$ cat src/design/rbvq_pkg.sv
// ============================================================================
// rbvq_pkg
// Shared types and constants for the rotation-between-vectors quaternion unit
// ============================================================================
package rbvq_pkg;

    // one in Q30
    localparam logic [31:0] ONE_Q30   = 32'd1073741824;
    // -1 + 0.001 in Q30, as a magnitude
    localparam logic [30:0] OPP_LIMIT = 31'd1072668082;

    // pipeline advance and word valid, handed to each arithmetic unit
    typedef struct packed {
        logic en;
        logic valid;
    } pipe_ctl_t;

    // three signed 16-bit components
    typedef logic [2:0][15:0] vec3_t;

    // riding along with the first square root
    typedef struct packed {
        logic [33:0]      dot;
        logic [2:0][32:0] cr;
        logic             zero;
    } side1_t;

    // riding along with the first divider
    typedef struct packed {
        logic [3:0] neg;
        logic       zero;
    } side2_t;

    // riding along with the second square root
    typedef struct packed {
        logic [2:0][30:0] nm;
        logic [2:0]       nneg;
        logic             opp;
        logic             zero;
    } side3_t;

    // riding along with the second divider
    typedef struct packed {
        logic [2:0] nneg;
        logic       opp;
        logic       zero;
        logic [30:0] w30;
    } side4_t;

endpackage

$ cat src/design/rbvq_sqrt.sv
// ============================================================================
// rbvq_sqrt
// Pipelined digit-by-digit square root, one root bit per stage
// ============================================================================
module rbvq_sqrt
    import rbvq_pkg::*;
#(
    parameter int XW    = 64,
    parameter int SW    = 1,
    parameter bit ROUND = 1'b0
) (
    input  logic            aclk,
    input  logic            aresetn,
    input  pipe_ctl_t       ctl,
    input  logic [XW-1:0]   in_x,
    input  logic [SW-1:0]   in_side,
    output logic            out_valid,
    output logic [XW/2-1:0] out_root,
    output logic [SW-1:0]   out_side
);

    localparam int RW = XW / 2;

    logic          valid_reg [1:RW];
    logic [XW-1:0] rem_reg   [1:RW];
    logic [RW-1:0] root_reg  [1:RW];
    logic [SW-1:0] side_reg  [1:RW];

    for (genvar k = 0; k < RW; k++) begin : g_stage
        logic          cur_valid;
        logic [XW-1:0] cur_rem;
        logic [RW-1:0] cur_root;
        logic [SW-1:0] cur_side;
        logic [XW-1:0] rem_next;
        logic [RW-1:0] root_next;

        if (k == 0) begin : g_in
            assign cur_valid = ctl.valid;
            assign cur_rem   = in_x;
            assign cur_root  = '0;
            assign cur_side  = in_side;
        end else begin : g_mid
            assign cur_valid = valid_reg[k];
            assign cur_rem   = rem_reg[k];
            assign cur_root  = root_reg[k];
            assign cur_side  = side_reg[k];
        end

        // try setting root bit: subtract (2r + 2^i) * 2^i
        always_comb begin
            logic [XW:0] cand;
            cand = ((XW+1)'(cur_root) << (RW - k)) | ((XW+1)'(1) << (2 * (RW - 1 - k)));
            if ((XW+1)'(cur_rem) >= cand) begin
                rem_next  = XW'((XW+1)'(cur_rem) - cand);
                root_next = cur_root | (RW'(1) << (RW - 1 - k));
            end else begin
                rem_next  = cur_rem;
                root_next = cur_root;
            end
        end

        always_ff @(posedge aclk) begin
            if (!aresetn) begin
                valid_reg[k+1] <= 1'b0;
            end else if (ctl.en) begin
                valid_reg[k+1] <= cur_valid;
            end
        end

        always_ff @(posedge aclk) begin
            if (ctl.en) begin
                rem_reg[k+1]  <= rem_next;
                root_reg[k+1] <= root_next;
                side_reg[k+1] <= cur_side;
            end
        end
    end

    // optional round to nearest: remainder above root means step up
    always_comb begin
        logic up;
        up       = ROUND && (rem_reg[RW] > XW'(root_reg[RW]));
        out_root = root_reg[RW] + RW'(up);
    end

    assign out_valid = valid_reg[RW];
    assign out_side  = side_reg[RW];

endmodule

$ cat config.mk
export PLATFORM = sky130hd
export DESIGN_NAME = rbvq_sqrt
export DESIGN_NICKNAME = d
export VERILOG_FILES = /design/src/design/rbvq_pkg.sv /design/src/design/rbvq_sqrt.sv
export SDC_FILE = /design/constraint.sdc
export NUM_CORES = 2
export LEC_CHECK = 0
export BUFFER_PORTS_ARGS = -buffer_cell sky130_fd_sc_hd__buf_2
export CAP_MARGIN = 20
export CORE_AREA = 4 4 642 644
export DETAILED_ROUTE_END_ITERATION = 8
export DIE_AREA = 0 0 646 648
export PLACE_DENSITY = 0.5
export SLEW_MARGIN = 10
export SYNTH_ARGS = -nofsm -noshare
export SYNTH_HDL_FRONTEND = slang
export SYNTH_SLANG_ARGS = --single-unit
export TNS_END_PERCENT = 30
$ cat constraint.sdc
create_clock -name aclk -period 6 [get_ports aclk]
set_clock_uncertainty 0.1 [all_clocks]
set_input_delay 0.3 -clock aclk [delete_from_list [all_inputs] [get_ports aclk]]
set_output_delay 0.3 -clock aclk [all_outputs]
set_load 0.01 [all_outputs]
==> qor.txt <==
Status - finished, final reports clean
Buf+Inv Stages, Crit Path - 4
TNS Setup - 0 ps
Count leader, synth - edfxtp_1
Vias per cell - 4.88
Clk slew on worst S/H paths - 60 ps
Leading register cell type out of synthesis - edfxtp_1
Critical Path Sink - rem_reg[0][2041]$_DFFE_PP_
Cts hold-fix bufs - 131
Slowest-stage cell, CP - a2111oi_0
Crit end category - flip-flop
Tmin final - 5050 ps
Max Cap Viol - 0
Total core area - 406000 sq um
Worst-Skew Late Latency - 900 ps
Setup repair bufs after CTS - 0
Syn_nets - 10200
Register area - 77400 sq um
Worst path depth - 15
Post-DR wirelength/cell - 20.3 um
Gr ovfl total - 0
Vias in the first global route - 77500
PD cells - 379 nW/um^2
CP arrival - 5560 ps
WS Path Type - reg -> reg
Tot Pwr - 53100 uW
DR vias - 76100
Largest net degree at the start of global routing - 192
Initial drt markers - 5221
Met2 usage - 28.2%
Die W - 646 um
Static Leakage - 0.0516 uW
IO Port Bufs - 102
Synth warn - 0
Root Buffer - clkbuf_16
Distinct cells, synth - 91
Area occupied by multi-input gates - 41200 sq um
Worst hold path type - in -> reg
Initial antenna violation count - 4
Yosys top cell area share - 63.6%
Final setup viols - 0
Startpoint types - flip-flop
First drt pass iteration count - 6
Sequential area share after synthesis - 63.6%
Top cells by area, synth - edfxtp_1, ha_1, xnor2_1
Num rows - 234
Post-DRT Antenna Nets - 0
# DRC - 0
Met3 Use GR - 1.83%
Drt total wl - 316000 um
Placer's final routability congestion estimate - 0.928
Cells after Synth - 9535
Post-synth top cells - edfxtp_1, inv_1, nand2_1
Crit path max fanout - 6
Post-place instance area - 129000 sq um
Cell mode on critical path - buf_4
Final Slew Violations - 0
Max FFs per register - 1984
Area grow syn2layout - 14.9%
Largest stage delay, worst path - 990 ps
RSZ-0062 raised after global routing - false
Number of synthesized flops with an enable pin - 2576
FILL cells - 39500
Post_cts resized - 0
First-pass GRT wire length - 477000 um
Syn avg cell area - 12.8 sq um
Worst Max-Slew Pin Slew - 1120 ps
Cells on worst reg2reg path - 15
Peak VDD IR - 211 uV
Die Footprint - 419000 sq um
Area leader, netlist - edfxtp_1
Rel. slew slack - 23.4%
Post-DP HPWL - 240000 um
Top Usage Layer GRT - met2
Layout cells sized above 1 - 7.43%
Die Y - 648 um
Synth Cell Area - 122000 sq um
Fmax - 198 MHz
Crit path from - root_reg[0][962]$_DFFE_PP_
Final Hold Fails - 0
Initial core utilization - 30.0%
# nets final - 10600
CTS tree - yes
Cts bufs inserted - 286
Register bit total from synthesis - 2576
CP top delay family - compound AO/OA/AOI/OAI gates
FF-to-FF End - rem_reg[0][2041]$_DFFE_PP_
CP required - 6520 ps
Grt met1 use - 16.0%
Io pins - 103
Crit-path cells - inv_1, ha_1, o211ai_1, a211oi_1, o21ai_0, a31oi_1, buf_4, a41o_1, a21boi_1, buf_4, a2111oi_0, buf_4, or4_1, nor3_1, xor2_1
Worst r2r src - root_reg[0][962]$_DFFE_PP_
Worst reg-to-reg setup slack - 950 ps
Final worst path period share - 84.1%
Number of H-tree levels - 5
Clk sinks - 2576
Share of flip-flops with an asynchronous set or reset - 0%
Design Area, Final - 140000 sq um
Gr usage total - 14.7%
CTS max path bufs - 4
## per-stage QoR
stage	setup slack, ps	std cells	utilization (%)	hold slack [ps]
after detailed placement	908	15000	31.9	305
after global routing	759	15600	34.5	61.1
after CTS	887	15600	34.5	3.19
after global placement	768	15000	31.8	301
after floorplan	2110	9535	-	299
final	952	15600	34.5	91.2
## layer usage
layer / share of wire [%] / wire length [um]
met1: 38 / 120000
met5: 0 / 0
met4: 4.8 / 15100
met2: 54 / 170000
met3: 3.4 / 10800
## area by class of cell
type / count / share of cell area [%]
Antenna cell: 5 / 0.00894
Clock buffer: 342 / 5.36
Clock inverter: 169 / 1.27
Inverter: 686 / 1.84
Multi-Input combinational cell: 6090 / 29.4
Sequential cell: 2576 / 55.3
Tap cell: 5428 / 4.85
Timing Repair Buffer: 318 / 1.93
## worst reg2reg max path, stage by stage (launching register included)
cell       delay [ps]
edfxtp_1          520
inv_1              90
ha_1              490
o211ai_1          220
a211oi_1          400
o21ai_0           230
a31oi_1           180
buf_4             170
a41o_1            420
a21boi_1          120
buf_4             190
a2111oi_0         990
buf_4             280
or4_1             170
nor3_1             80
xor2_1            150
## kinds of logic (layout without fill, tap and decap cells)
group,after synthesis,in the layout,share of synthesized area (%)
simple gates,2784,2784,11.9
flops,2576,2576,63.6
compound gates,1780,1780,8.99
xor+xnor,873,873,6.28
buf+inv,869,1515,2.70
fa+ha+maj,558,558,5.74
mux,95,95,0.872
other cells,0,5,0
## where the power goes
group | internal, uW | total, uW | switching, uW
sequential | 22800 | 24800 | 1990
combinational | 4350 | 10700 | 6370
clock | 10300 | 17500 | 7230
total | 37500 | 53100 | 15600
## worst min path at each step
stage | depth (start not counted) | startpoint | slack [ps] | to
2_1_floorplan | 0 | in_x[36] | 300 | rem_reg[0][100]$_DFFE_PP_
3_3_place_gp | 0 | side_reg[0][23]$_DFFE_PP_ | 300 | side_reg[0][24]$_DFFE_PP_
3_5_place_dp | 0 | side_reg[0][30]$_DFFE_PP_ | 300 | side_reg[0][31]$_DFFE_PP_
4_1_cts | 2 | in_x[22] | 3 | rem_reg[0][86]$_DFFE_PP_
5_1_grt | 2 | in_x[22] | 60 | rem_reg[0][86]$_DFFE_PP_
6_report | 2 | in_x[22] | 90 | rem_reg[0][86]$_DFFE_PP_
## cell usage in the layout (no fill, tap or decap), drive strengths merged, types with 19 or more instances in the layout
| cell | instances |
|---|---|
| nand4 | 160 |
| nor3b | 32 |
| or3 | 102 |
| and3 | 72 |
| dlygate4sd3 | 131 |
| o31ai | 47 |
| nor4 | 343 |
| o21ai | 463 |
| nor2b | 69 |
| o211ai | 30 |
| a31oi | 46 |
| a21boi | 21 |
| or2 | 46 |
| and4 | 19 |
| edfxtp | 2576 |
| a21o | 244 |
| buf | 187 |
| nor2 | 606 |
| mux2 | 88 |
| nand3 | 130 |
| clkbuf | 342 |
| or4 | 65 |
| a211oi | 41 |
| inv | 698 |
| xor2 | 407 |
| o21bai | 39 |
| a21oi | 586 |
| nand3b | 33 |
| nor4b | 54 |
| o21a | 102 |
| and2 | 35 |
| nand2 | 609 |
| nand4b | 25 |
| xnor2 | 466 |
| ha | 558 |
| nand2b | 112 |
| bufinv | 32 |
| clkinv | 116 |
| nor3 | 242 |
No activity file was read; power rests on OpenSTA's default activity.
